[config.mk]
export PLATFORM = sky130hd
export DESIGN_NAME = date_add_days_and_difference_core
export DESIGN_NICKNAME = d
export VERILOG_FILES = /design/src/design/dadd_pkg.sv /design/src/design/date_add_days_and_difference_core.sv
export VERILOG_INCLUDE_DIRS = /design/src /design/src/design
export SDC_FILE = /design/constraint.sdc
export NUM_CORES = 1
export LEC_CHECK = 0
export ABC_AREA = 1
export BUFFER_PORTS_ARGS = -buffer_cell sky130_fd_sc_hd__buf_2
export CORE_MARGIN = 8
export CORE_UTILIZATION = 25
export DETAILED_ROUTE_END_ITERATION = 10
export HOLD_SLACK_MARGIN = 0.08
export SYNTH_ARGS = -nofsm -noshare
export SYNTH_HDL_FRONTEND = slang
export SYNTH_SLANG_ARGS = --single-unit
[constraint.sdc]
create_clock -name clk -period 6.34 [get_ports clk]
set_input_delay 0.951 -clock clk [delete_from_list [all_inputs] [get_ports clk]]
set_output_delay 0.951 -clock clk [all_outputs]
set_load 0.03 [all_outputs]
[src/design/assert_macros.svh]
// Assertion helpers shared by the RTL in this folder.
// Needs a clock named clk and an active-low reset named rst_n in scope.
`ifndef ASSERT_MACROS_SVH
`define ASSERT_MACROS_SVH

// Check a property on every rising clk edge, off while reset is asserted.
`define ASSERT_CLK(label, prop, msg) \
    label: assert property (@(posedge clk) disable iff (!rst_n) (prop)) else $error(msg);

// Check that an antecedent implies a consequent in the same cycle.
`define ASSERT_IMPL(label, ante, cons, msg) \
    label: assert property (@(posedge clk) disable iff (!rst_n) (ante) |-> (cons)) \
        else $error(msg);

`endif

[src/design/dadd_pkg.sv]
// Shared constants and month-length lookup for the Gregorian date unit.
// No dependencies.
`timescale 1ns / 1ps

package dadd_pkg;

    // Day counts of the Gregorian cycles
    localparam logic [23:0] DAYS_400Y  = 24'd146097;
    localparam logic [23:0] DAYS_100Y  = 24'd36524;
    localparam logic [23:0] DAYS_4Y    = 24'd1461;
    localparam logic [23:0] DAYS_1Y    = 24'd365;
    // Day index of 9999-12-31, counted from 0001-01-01
    localparam logic [23:0] DAYS_LAST  = 24'd3652058;

    localparam logic [13:0] YEAR_MAX   = 14'd9999;
    localparam logic [3:0]  MONTH_MAX  = 4'd12;
    localparam logic [3:0]  MONTH_FEB  = 4'd2;

    // Remainder counter values that mark a century and a 400-year year
    localparam logic [4:0]  Q4_LAST    = 5'd24;
    localparam logic [1:0]  Q_LAST     = 2'd3;

    // Length of month m; leap selects 29 for February
    function automatic logic [4:0] month_days(input logic [3:0] m, input logic leap);
        logic [4:0] len;
        begin
            case (m)
                4'd1, 4'd3, 4'd5, 4'd7, 4'd8, 4'd10, 4'd12: len = 5'd31;
                4'd4, 4'd6, 4'd9, 4'd11:                    len = 5'd30;
                MONTH_FEB:                                  len = leap ? 5'd29 : 5'd28;
                default:                                    len = 5'd0;
            endcase
            return len;
        end
    endfunction

endpackage

[src/design/date_add_days_and_difference_core.sv]
// Gregorian date unit: date plus signed day offset, or difference of two dates.
// Depends on dadd_pkg and assert_macros.svh.
`timescale 1ns / 1ps

// One item is in flight at a time; in_ready is high only while the sequencer
// is idle. How long an item takes depends on its data, plus any wait on
// out_ready. Each date is turned into a day index by peeling 400/100/4/1-year
// blocks (up to 24 + 3 + 24 + 3 steps) and then walking its months (up to
// 12). In add mode the clamped index is turned back into a date the same way.
// All day arithmetic runs through one 24-bit add/subtract/compare unit, with a
// small year adder beside it; those loops set the latency. A finished result
// sits in the output register until taken, and the next item is accepted as
// soon as the result has been loaded there. An illegal date gives bad_date
// with all other fields zero; an add result outside years 1..9999 saturates
// and raises year_overflow.
module date_add_days_and_difference_core (
    input  logic        clk,
    input  logic        rst_n,
    input  logic        in_valid,
    output logic        in_ready,
    input  logic        func,
    input  logic [13:0] start_year,
    input  logic [3:0]  start_month,
    input  logic [4:0]  start_day,
    input  logic [22:0] offset_days,
    input  logic [13:0] second_year,
    input  logic [3:0]  second_month,
    input  logic [4:0]  second_day,
    output logic        out_valid,
    input  logic        out_ready,
    output logic [13:0] out_year,
    output logic [3:0]  out_month,
    output logic [4:0]  out_day,
    output logic [22:0] day_difference,
    output logic        bad_date,
    output logic        year_overflow
);

    import dadd_pkg::*;

    // Sequencer states
    localparam logic [3:0] S_IDLE  = 4'd0;
    localparam logic [3:0] S_CHK   = 4'd1;
    localparam logic [3:0] S_FY400 = 4'd2;
    localparam logic [3:0] S_FY100 = 4'd3;
    localparam logic [3:0] S_FY4   = 4'd4;
    localparam logic [3:0] S_FY1   = 4'd5;
    localparam logic [3:0] S_FMON  = 4'd6;
    localparam logic [3:0] S_ADD   = 4'd7;
    localparam logic [3:0] S_CLAMP = 4'd8;
    localparam logic [3:0] S_I400  = 4'd9;
    localparam logic [3:0] S_I100  = 4'd10;
    localparam logic [3:0] S_I4    = 4'd11;
    localparam logic [3:0] S_I1    = 4'd12;
    localparam logic [3:0] S_IMON  = 4'd13;
    localparam logic [3:0] S_DIFF  = 4'd14;
    localparam logic [3:0] S_DONE  = 4'd15;

    logic [3:0]  state_reg, state_next;

    // Captured item
    logic        func_reg, func_next;
    logic [13:0] y1_reg, y1_next, y2_reg, y2_next;
    logic [3:0]  m1_reg, m1_next, m2_reg, m2_next;
    logic [4:0]  d1_reg, d1_next, d2_reg, d2_next;
    logic [22:0] off_reg, off_next;

    // Working registers
    logic        sel_reg, sel_next;      // 0 first date, 1 second date
    logic [23:0] acc_reg, acc_next;      // day index / remainder / difference
    logic [21:0] idx1_reg, idx1_next;    // day index of the first date
    logic [13:0] yr_reg, yr_next;        // year remainder or rebuilt year
    logic [1:0]  q100_reg, q100_next;
    logic [4:0]  q4_reg, q4_next;
    logic [1:0]  q1_reg, q1_next;
    logic [3:0]  mon_reg, mon_next;
    logic        bad_reg, bad_next;
    logic        ovf_reg, ovf_next;

    // Output register
    logic        out_valid_reg, out_valid_next;
    logic [13:0] out_year_reg, out_year_next;
    logic [3:0]  out_month_reg, out_month_next;
    logic [4:0]  out_day_reg, out_day_next;
    logic [22:0] out_diff_reg, out_diff_next;
    logic        out_bad_reg, out_bad_next;
    logic        out_ovf_reg, out_ovf_next;

    // Shared day adder
    logic [23:0] add_a, add_b, add_res;
    logic        add_sub, add_ge;

    // Year adder
    logic [13:0] y_step;
    logic        y_sub;
    logic [14:0] y_res;
    logic        y_ge;

    // Current date and its properties
    logic [13:0] cur_y;
    logic [3:0]  cur_m;
    logic [4:0]  cur_d;
    logic        leap;
    logic [4:0]  mon_len;
    logic [4:0]  cur_len;

    assign cur_y = sel_reg ? y2_reg : y1_reg;
    assign cur_m = sel_reg ? m2_reg : m1_reg;
    assign cur_d = sel_reg ? d2_reg : d1_reg;

    // Leap from the year remainder counters: p = y - 1 with p mod 400 split
    // into q100*100 + q4*4 + q1; divisible by 4 when q1 is 3, century when
    // q4 is 24 too, 400-year when q100 is 3 as well.
    assign leap    = (q1_reg == Q_LAST) && ((q4_reg != Q4_LAST) || (q100_reg == Q_LAST));
    assign mon_len = month_days(mon_reg, leap);
    assign cur_len = month_days(cur_m, leap);

    // Operand select for the shared units
    always_comb
    begin
        add_b   = 24'd0;
        add_sub = 1'b1;
        y_step  = 14'd1;
        y_sub   = 1'b0;
        case (state_reg)
            S_FY400:
            begin
                add_b = DAYS_400Y; add_sub = 1'b0; y_step = 14'd400; y_sub = 1'b1;
            end
            S_FY100:
            begin
                add_b = DAYS_100Y; add_sub = 1'b0; y_step = 14'd100; y_sub = 1'b1;
            end
            S_FY4:
            begin
                add_b = DAYS_4Y;   add_sub = 1'b0; y_step = 14'd4;   y_sub = 1'b1;
            end
            S_FY1:
            begin
                add_b = DAYS_1Y;   add_sub = 1'b0; y_step = 14'd1;   y_sub = 1'b1;
            end
            S_FMON:
            begin
                add_sub = 1'b0;
                if (mon_reg != cur_m)
                    add_b = {19'd0, mon_len};
                else
                    add_b = {19'd0, cur_d - 5'd1};
            end
            S_ADD:
            begin
                add_b = {off_reg[22], off_reg}; add_sub = 1'b0;
            end
            S_CLAMP: add_b = DAYS_LAST + 24'd1;
            S_I400:  begin add_b = DAYS_400Y; y_step = 14'd400; end
            S_I100:  begin add_b = DAYS_100Y; y_step = 14'd100; end
            S_I4:    begin add_b = DAYS_4Y;   y_step = 14'd4;   end
            S_I1:    begin add_b = DAYS_1Y;   y_step = 14'd1;   end
            S_IMON:  add_b = {19'd0, mon_len};
            S_DIFF:  add_b = acc_reg;
            default: add_b = 24'd0;
        endcase
    end

    assign add_a   = (state_reg == S_DIFF) ? {2'd0, idx1_reg} : acc_reg;
    assign add_res = add_a + (add_sub ? ~add_b : add_b) + {23'd0, add_sub};
    assign add_ge  = ~add_res[23];

    assign y_res = y_sub ? ({1'b0, yr_reg} - {1'b0, y_step})
                         : ({1'b0, yr_reg} + {1'b0, y_step});
    assign y_ge  = ~y_res[14];

    // Sequencer
    always_comb
    begin
        state_next     = state_reg;
        func_next      = func_reg;
        y1_next        = y1_reg;
        m1_next        = m1_reg;
        d1_next        = d1_reg;
        y2_next        = y2_reg;
        m2_next        = m2_reg;
        d2_next        = d2_reg;
        off_next       = off_reg;
        sel_next       = sel_reg;
        acc_next       = acc_reg;
        idx1_next      = idx1_reg;
        yr_next        = yr_reg;
        q100_next      = q100_reg;
        q4_next        = q4_reg;
        q1_next        = q1_reg;
        mon_next       = mon_reg;
        bad_next       = bad_reg;
        ovf_next       = ovf_reg;
        out_valid_next = out_valid_reg;
        out_year_next  = out_year_reg;
        out_month_next = out_month_reg;
        out_day_next   = out_day_reg;
        out_diff_next  = out_diff_reg;
        out_bad_next   = out_bad_reg;
        out_ovf_next   = out_ovf_reg;

        // result transfer
        if (out_valid_reg && out_ready)
            out_valid_next = 1'b0;

        case (state_reg)
            S_IDLE:
            begin
                if (in_valid)
                begin
                    func_next  = func;
                    y1_next    = start_year;
                    m1_next    = start_month;
                    d1_next    = start_day;
                    off_next   = offset_days;
                    y2_next    = second_year;
                    m2_next    = second_month;
                    d2_next    = second_day;
                    sel_next   = 1'b0;
                    bad_next   = 1'b0;
                    ovf_next   = 1'b0;
                    state_next = S_CHK;
                end
            end
            // year and month range of the selected date
            S_CHK:
            begin
                if (cur_y == 14'd0 || cur_y > YEAR_MAX || cur_m == 4'd0 || cur_m > MONTH_MAX)
                begin
                    bad_next   = 1'b1;
                    state_next = S_DONE;
                end
                else
                begin
                    yr_next    = cur_y - 14'd1;
                    acc_next   = 24'd0;
                    q100_next  = 2'd0;
                    q4_next    = 5'd0;
                    q1_next    = 2'd0;
                    state_next = S_FY400;
                end
            end
            // peel year blocks off y - 1, summing their days
            S_FY400:
            begin
                if (y_ge)
                begin
                    yr_next  = y_res[13:0];
                    acc_next = add_res;
                end
                else
                    state_next = S_FY100;
            end
            S_FY100:
            begin
                if (y_ge)
                begin
                    yr_next   = y_res[13:0];
                    acc_next  = add_res;
                    q100_next = q100_reg + 2'd1;
                end
                else
                    state_next = S_FY4;
            end
            S_FY4:
            begin
                if (y_ge)
                begin
                    yr_next  = y_res[13:0];
                    acc_next = add_res;
                    q4_next  = q4_reg + 5'd1;
                end
                else
                    state_next = S_FY1;
            end
            S_FY1:
            begin
                if (y_ge)
                begin
                    yr_next  = y_res[13:0];
                    acc_next = add_res;
                    q1_next  = q1_reg + 2'd1;
                end
                else if (cur_d == 5'd0 || cur_d > cur_len)
                begin
                    bad_next   = 1'b1;
                    state_next = S_DONE;
                end
                else
                begin
                    mon_next   = 4'd1;
                    state_next = S_FMON;
                end
            end
            // add earlier months, then day - 1
            S_FMON:
            begin
                acc_next = add_res;
                if (mon_reg != cur_m)
                    mon_next = mon_reg + 4'd1;
                else if (!func_reg)
                    state_next = S_ADD;
                else if (!sel_reg)
                begin
                    idx1_next  = add_res[21:0];
                    sel_next   = 1'b1;
                    state_next = S_CHK;
                end
                else
                    state_next = S_DIFF;
            end
            S_ADD:
            begin
                acc_next   = add_res;
                state_next = S_CLAMP;
            end
            // saturate to the supported day range
            S_CLAMP:
            begin
                if (acc_reg[23])
                begin
                    acc_next = 24'd0;
                    ovf_next = 1'b1;
                end
                else if (add_ge)
                begin
                    acc_next = DAYS_LAST;
                    ovf_next = 1'b1;
                end
                yr_next    = 14'd1;
                q100_next  = 2'd0;
                q4_next    = 5'd0;
                q1_next    = 2'd0;
                state_next = S_I400;
            end
            // rebuild the year from the day index
            S_I400:
            begin
                if (add_ge)
                begin
                    acc_next = add_res;
                    yr_next  = y_res[13:0];
                end
                else
                    state_next = S_I100;
            end
            S_I100:
            begin
                if (q100_reg != Q_LAST && add_ge)
                begin
                    acc_next  = add_res;
                    yr_next   = y_res[13:0];
                    q100_next = q100_reg + 2'd1;
                end
                else
                    state_next = S_I4;
            end
            S_I4:
            begin
                if (add_ge)
                begin
                    acc_next = add_res;
                    yr_next  = y_res[13:0];
                    q4_next  = q4_reg + 5'd1;
                end
                else
                    state_next = S_I1;
            end
            S_I1:
            begin
                if (q1_reg != Q_LAST && add_ge)
                begin
                    acc_next = add_res;
                    yr_next  = y_res[13:0];
                    q1_next  = q1_reg + 2'd1;
                end
                else
                begin
                    mon_next   = 4'd1;
                    state_next = S_IMON;
                end
            end
            // walk months of the rebuilt year
            S_IMON:
            begin
                if (mon_reg != MONTH_MAX && add_ge)
                begin
                    acc_next = add_res;
                    mon_next = mon_reg + 4'd1;
                end
                else
                    state_next = S_DONE;
            end
            S_DIFF:
            begin
                acc_next   = add_res;
                state_next = S_DONE;
            end
            // load the output register once it is free
            S_DONE:
            begin
                if (!out_valid_reg || out_ready)
                begin
                    out_valid_next = 1'b1;
                    out_bad_next   = bad_reg;
                    if (bad_reg || func_reg)
                    begin
                        out_year_next  = 14'd0;
                        out_month_next = 4'd0;
                        out_day_next   = 5'd0;
                        out_ovf_next   = 1'b0;
                    end
                    else
                    begin
                        out_year_next  = yr_reg;
                        out_month_next = mon_reg;
                        out_day_next   = acc_reg[4:0] + 5'd1;
                        out_ovf_next   = ovf_reg;
                    end
                    out_diff_next  = (bad_reg || !func_reg) ? 23'd0 : acc_reg[22:0];
                    state_next     = S_IDLE;
                end
            end
            default: state_next = S_IDLE;
        endcase
    end

    // Control registers
    always_ff @(posedge clk or negedge rst_n)
    begin
        if (!rst_n)
        begin
            state_reg     <= S_IDLE;
            out_valid_reg <= 1'b0;
        end
        else
        begin
            state_reg     <= state_next;
            out_valid_reg <= out_valid_next;
        end
    end

    // Datapath registers
    always_ff @(posedge clk)
    begin
        func_reg      <= func_next;
        y1_reg        <= y1_next;
        m1_reg        <= m1_next;
        d1_reg        <= d1_next;
        y2_reg        <= y2_next;
        m2_reg        <= m2_next;
        d2_reg        <= d2_next;
        off_reg       <= off_next;
        sel_reg       <= sel_next;
        acc_reg       <= acc_next;
        idx1_reg      <= idx1_next;
        yr_reg        <= yr_next;
        q100_reg      <= q100_next;
        q4_reg        <= q4_next;
        q1_reg        <= q1_next;
        mon_reg       <= mon_next;
        bad_reg       <= bad_next;
        ovf_reg       <= ovf_next;
        out_year_reg  <= out_year_next;
        out_month_reg <= out_month_next;
        out_day_reg   <= out_day_next;
        out_diff_reg  <= out_diff_next;
        out_bad_reg   <= out_bad_next;
        out_ovf_reg   <= out_ovf_next;
    end

    assign in_ready       = (state_reg == S_IDLE);
    assign out_valid      = out_valid_reg;
    assign out_year       = out_year_reg;
    assign out_month      = out_month_reg;
    assign out_day        = out_day_reg;
    assign day_difference = out_diff_reg;
    assign bad_date       = out_bad_reg;
    assign year_overflow  = out_ovf_reg;

`include "assert_macros.svh"

    // A rejected date carries no other result
    `ASSERT_IMPL(a_bad_clears, out_valid && bad_date,
        out_year == 14'd0 && day_difference == 23'd0 && !year_overflow, "bad_date with data")
    // Saturation lands on one of the two range ends
    `ASSERT_IMPL(a_sat_ends, out_valid && !bad_date && year_overflow,
        (out_year == 14'd1 && out_month == 4'd1 && out_day == 5'd1) ||
        (out_year == YEAR_MAX && out_month == MONTH_MAX && out_day == 5'd31),
        "overflow result not saturated")
    // 4-year counter stays inside one 100-year block
    `ASSERT_IMPL(a_q4_range, state_reg == S_FY1 || state_reg == S_I1,
        q4_reg <= Q4_LAST, "4-year counter out of range")
    // Month walk stays within the year
    `ASSERT_IMPL(a_mon_range, state_reg == S_IMON || state_reg == S_FMON,
        mon_reg >= 4'd1 && mon_reg <= MONTH_MAX, "month walk out of range")
    // An accepted item starts the sequencer on its date check
    `ASSERT_CLK(a_take_idle, (in_valid && in_ready) |=> state_reg == S_CHK,
        "accepted item did not start")

endmodule

-- After elaboration in Yosys (flattened, before gate mapping)
Index checks and enable logic that the tools add are counted.
- bitwise gates (word level): 4
- mux-type cells: 77
- eq/ne operators: 74
- $lt $le $gt $ge: 3
- reduce and logical (&&, ||, !) cells: 54
- add/subtract/negate cells: 11
- operators with widths (kind ; count):
    one-hot mux 24 bit (9 select lines) ; 1
    2-to-1 mux 24 bit ; 8
    one-hot mux 24 bit (8 select lines) ; 1
    2-to-1 mux 4 bit ; 22
    2-to-1 mux 14 bit ; 6
    one-hot mux 14 bit (6 select lines) ; 1
    == test 4 bit (second input constant) ; 18
    one-hot mux 4 bit (16 select lines) ; 1
    inequality test 2 bit (second input constant) ; 29
    == test 4 x 3 -> 1 bit (second input constant) ; 12
    2-to-1 mux 23 bit ; 2
    one-hot mux 5 bit (3 select lines) ; 2
    one-hot mux 9 bit (3 select lines) ; 1
    2-to-1 mux 5 bit ; 5
    adder 24 x 1 -> 24 bit ; 1
    adder 24 bit ; 1
    == test 4 x 2 -> 1 bit (second input constant) ; 6
    inverter 24 bit ; 1
    one-hot mux 5 bit (4 select lines) ; 1
    AND reduction 4 bit ; 5
    one-hot mux 2 bit (4 select lines) ; 2
    one-hot mux 4 bit (4 select lines) ; 1
    nonzero test 4 bit ; 4
    adder 14 x 14 -> 15 bit ; 1
    43 further kinds ; 91
- register bits after elaboration: 199

-- Logic depth before layout (Yosys ltp)
- depth in word-level cells: 15
- depth in mapped cells: 30
- mapped depth without buffers: 30

-- Least setup slack after synthesis
Ideal clock, no wire load.
- path kind: flip-flop to flip-flop
- start: register state_reg[2]
- end: register bad_reg, enable pin
- data required time: 6010 ps
- arrival time: 4888 ps
- stages on the path, launching flop included: 9
- path slack: 1122 ps
- library setup time: 330 ps
- cell sequence: dfrtp_1 buf_6 nor2_1 inv_1 nor2_1 inv_1 nor2_1 o22ai_1 a221oi_1
- elaborated cells on any way between the ends: 24
- those cells by class: add/sub: 2; eq/ne: 12; mux: 3; reduce/logical: 7
- RTL lines (item ; line ; source):
    from (decl) ; date_add_days_and_difference_core.sv:59 ; logic [3:0] state_reg, state_next;
    from (signal assigned) ; date_add_days_and_difference_core.sv:439 ; state_reg <= state_next;
    logical NOT 4 bit (*) ; -- ;
    via in_ready ; date_add_days_and_difference_core.sv:20 ; output logic in_ready,
    inequality test 2 bit (no source line) / nonzero test 3 bit (equally long branches) ; -- ;
    AND reduction 5 bit (no source line) (*) ; -- ;
    to (signal assigned) ; date_add_days_and_difference_core.sv:463 ; bad_reg <= bad_next;
    to (decl) ; date_add_days_and_difference_core.sv:77 ; logic bad_reg, bad_next;
The timed path passes the listed nets; every way through them passes the cells marked *.
A chain may end at the register's enable or synchronous reset.

-- Final worst setup path
- start: register sel_reg
- end: register acc_reg[20] (data pin)
- cells in the longest elaborated chain, start to end: 10
- elaborated cells on any way between the ends: 16
- those cells by class: add/sub: 3; eq/ne: 1; mux: 11; bitwise: 1
- RTL lines (item ; line ; source):
    from (decl) ; date_add_days_and_difference_core.sv:69 ; logic sel_reg, sel_next;
    from (signal assigned) ; date_add_days_and_difference_core.sv:455 ; sel_reg <= sel_next;
    2-to-1 mux 5 bit / 2-to-1 mux 4 bit (equally long branches) ; date_add_days_and_difference_core.sv:109, date_add_days_and_difference_core.sv:108 ;
    subtractor 5 x 1 -> 5 bit / inequality test 4 bit (equally long branches) ; date_add_days_and_difference_core.sv:148, date_add_days_and_difference_core.sv:145 ;
    2-to-1 mux 5 bit (*) ; date_add_days_and_difference_core.sv:145 ; if (mon_reg != cur_m)
    one-hot mux 24 bit (9 select lines) (*) ; date_add_days_and_difference_core.sv:125 ; case (state_reg)
    inverter 24 bit ; date_add_days_and_difference_core.sv:166 ; assign add_res = add_a + (add_sub ? ~add_b : add_b) + {23'd0, add_sub};
    2-to-1 mux 24 bit (*) ; date_add_days_and_difference_core.sv:166 ;
    adder 24 bit (*) ; date_add_days_and_difference_core.sv:166 ;
    adder 24 x 1 -> 24 bit (*) ; date_add_days_and_difference_core.sv:166 ;
    via add_res[20] ; date_add_days_and_difference_core.sv:90 ; logic [23:0] add_a, add_b, add_res;
    2-to-1 mux 24 bit, on equally long branches ; -- ;
    one-hot mux 24 bit (8 select lines) (*) ; date_add_days_and_difference_core.sv:207 ; case (state_reg)
    via acc_next[20] ; date_add_days_and_difference_core.sv:70 ; logic [23:0] acc_reg, acc_next;
    to (signal assigned) ; date_add_days_and_difference_core.sv:456 ; acc_reg <= acc_next;
    to (decl) ; date_add_days_and_difference_core.sv:70 ;
The timed path passes the listed nets; every way through them passes the cells marked *. The select of a mux whose other input is x is not followed.

==> reports/qor.txt <==
Status -> finished clean
IO Pins -> 124
Row cnt -> 78
Detail Route Antenna Nets -> 0
CTS buffer count -> 17
Primary FF master, synth -> edfxtp_1
Clk Latency, worst-skew pair -> 0.46 ns
Via Count -> 8829
Syn avg cell area -> 9.279 µm²
Global-route wire length before repair -> 49390 µm
# diodes -> 0
Post-synthesis sequential area ratio -> 0.5222
Mapped Area -> 11390 µm²
# Max-Cap Violations -> 0
Clock buffer depth -> 2
Achievable Freq -> 195.4 MHz
Vias in the first global route -> 8657
# H-tree levels -> 4
Post-CTS setup repair buffer count -> 0
GRT Resource Usage Total -> 0.1194
TritonCTS clock tree -> built
Max Slew Vio Count -> 0
DRC -> 0
Final setup viols -> 0
Footprint of the multi-input gates -> 4648 µm²
Share of layout cells above drive strength 1 -> 0.1675
Post-synth top area share -> 0.5113
Root Buffer Master -> clkbuf_16
Area grow syn2layout -> 16.77%
Post-CTS sizing -> 0
Worst-path clk slew -> 0.07 ns
Largest net degree at the start of global routing -> 71
Critical path peak fanout -> 25
Internal reg-to-reg setup slack -> 1.22 ns
Fillers -> 4740
Core Footprint -> 45190 µm²
Initial antenna violation count -> 1
Die height -> 229.5 µm
Detail Placement HPWL -> 24740 µm
# port buffers -> 123
Flops & latches, synth -> 199
TNS Setup -> 0 ns
CP Data Required Time -> 6.53 ns
Storage cell area -> 5951 µm²
Type of the most critical hold path -> in2async
Iter 0 DRT Violations -> 533
Crit path DAT -> 5.31 ns
Die X -> 229.5 µm
CTS Sinks -> 199
Setup crit end kind -> flip-flop
Yosys top cell by area -> edfxtp_1
Commonest non-fill, non-tap cell in the layout -> nand2_1
Post-Route Skew -> 0.01174 ns
Aggregate global routing overflow -> 0
Critical Path Source Type -> flip-flop
Die Area -> 52670 µm²
RR Startpoint -> sel_reg$_DFFE_PP_
Number of flops mapped to enable cells by yosys -> 194
Post-Synthesis Cells -> 1228
RSZ-0062 raised after global routing -> false
Worst R2R Path Depth -> 21
Post-CTS Hold Fix Bufs -> 0
Worst R2R End -> acc_reg[20]$_DFFE_PP_
Drt total wl -> 31880 µm
Number of library cell types mapped by synthesis -> 56
Initial Util -> 0.2522
Mapped Nets -> 1357
Async S/R FF share, synth -> 0.02513
Tcrit/Tclk final -> 0.8071
Most area-consuming cells after synthesis -> edfxtp_1 (51%), nand2_1 (7.4%), ha_1 (5.8%)
Drt wl/cell -> 16.21 µm
Max FFs per register -> 24
Final critical-path required period -> 5.117 ns
Warnings from Yosys -> 0
Critical path type -> reg2reg
1st-pass router iterations -> 7
Relative slew slack -> 0.3184
Final Hold Viols -> 0
Routability cong. -> 0.8990
Final net count -> 1483
Worst-Margin Slew -> 1.020 ns
DR vias/cell -> 4.489
Commonest cells after routing, fill and taps aside -> nand2_1 (224), edfxtp_1 (194), inv_1 (168), nor2_1 (147), buf_2 (123)
[Yosys cell counts, types with 3 or more instances]
| master | number |
|---|---|
| a211oi_1 | 3 |
| a21oi_1 | 60 |
| a221oi_1 | 4 |
| buf_1 | 3 |
| buf_6 | 4 |
| clkbuf_1 | 16 |
| dfrtp_1 | 5 |
| edfxtp_1 | 194 |
| ha_1 | 53 |
| inv_1 | 168 |
| inv_2 | 11 |
| mux2i_1 | 3 |
| nand2_1 | 224 |
| nand2_2 | 10 |
| nand2_4 | 4 |
| nand3_1 | 47 |
| nand3_2 | 4 |
| nand4_1 | 9 |
| nor2_1 | 149 |
| nor2_2 | 5 |
| nor2_4 | 6 |
| nor3_1 | 11 |
| nor3_2 | 4 |
| o2111ai_1 | 9 |
| o211ai_1 | 7 |
| o21ai_0 | 94 |
| o21ai_1 | 3 |
| o21ai_2 | 4 |
| o21bai_1 | 6 |
| o22ai_1 | 6 |
| or2_1 | 3 |
| or2_2 | 13 |
| xnor2_1 | 10 |
| xor2_1 | 47 |
[per-layer routing]
metal / GRT usage / vias to the layer above / wire length [µm]
met5: 0 / - / 0
met4: 0.04324 / 0 / 718
met3: 0.01978 / 38 / 1300
met2: 0.1942 / 212 / 14880
met1: 0.1581 / 4196 / 14990
li1: - / 4383 / -
[worst max-delay path by stage]
stage / depth (start not counted) / endpoint / startpoint / slack [ns]
final: 21 / acc_reg[20]$_DFFE_PP_ / sel_reg$_DFFE_PP_ / 1.22
after global routing: 21 / acc_reg[20]$_DFFE_PP_ / sel_reg$_DFFE_PP_ / 0.89
after CTS: 23 / acc_reg[20]$_DFFE_PP_ / sel_reg$_DFFE_PP_ / 1.27
after detailed placement: 23 / acc_reg[20]$_DFFE_PP_ / sel_reg$_DFFE_PP_ / 1.25
after global placement: 22 / acc_reg[20]$_DFFE_PP_ / sel_reg$_DFFE_PP_ / 1.37
after floorplan: 8 / bad_reg$_DFFE_PP_ / state_reg[2]$_DFFE_PN0P_ / 1.12
[stage by stage]
stage | util | cell area (µm²) | instances | hold slack (ns) | worst slack [ns]
2_1_floorplan | - | 11390 | 1228 | 0.4264 | 1.122
3_3_place_gp | 0.2814 | 12720 | 1935 | 0.5364 | 1.368
3_5_place_dp | 0.2814 | 12720 | 1935 | 0.5452 | 1.254
4_1_cts | 0.2945 | 13310 | 1967 | 0.2979 | 1.268
5_1_grt | 0.2945 | 13310 | 1967 | 0.3041 | 0.8930
6_report | 0.2945 | 13310 | 1967 | 0.3171 | 1.223
[area by class of cell]
type,count,area share
tap,600,0.05642
sequential,199,0.4472
clock inverter,15,0.01222
inverter,181,0.05144
clock buffer,17,0.03197
timing repair buffer,132,0.05134
multi-input combinational,823,0.3494
[critical path, cell delays in order (launching register included)]
cell	delay [ns]
edfxtp_1	0.74
inv_6	0.19
or2_2	0.31
o21ai_0	0.15
ha_1	0.28
xor2_1	0.10
o21ai_0	0.35
nand4_1	0.17
xor2_1	0.18
ha_1	0.37
a21oi_1	0.10
o21bai_1	0.25
nand2_1	0.10
o211ai_1	0.15
a21boi_0	0.21
o21ai_1	0.30
a21oi_1	0.17
o21ai_1	0.29
a31oi_1	0.15
xor2_1	0.18
nand2_1	0.07
nand2_1	0.06
[cells by family (layout without fill, tap and decap cells)]
| logic type | after synthesis | count (layout) | synth area share |
|---|---|---|---|
| simple gates | 497 | 497 | 0.1917 |
| compound gates | 211 | 211 | 0.1067 |
| buf+inv | 206 | 345 | 0.07115 |
| flops | 199 | 199 | 0.5222 |
| xor+xnor | 57 | 57 | 0.04381 |
| fa+ha+maj | 55 | 55 | 0.06171 |
| mux | 3 | 3 | 0.002635 |
Power is not shown: default switching activity piles up to over one toggle a cycle in this logic, so the estimate is an artifact.
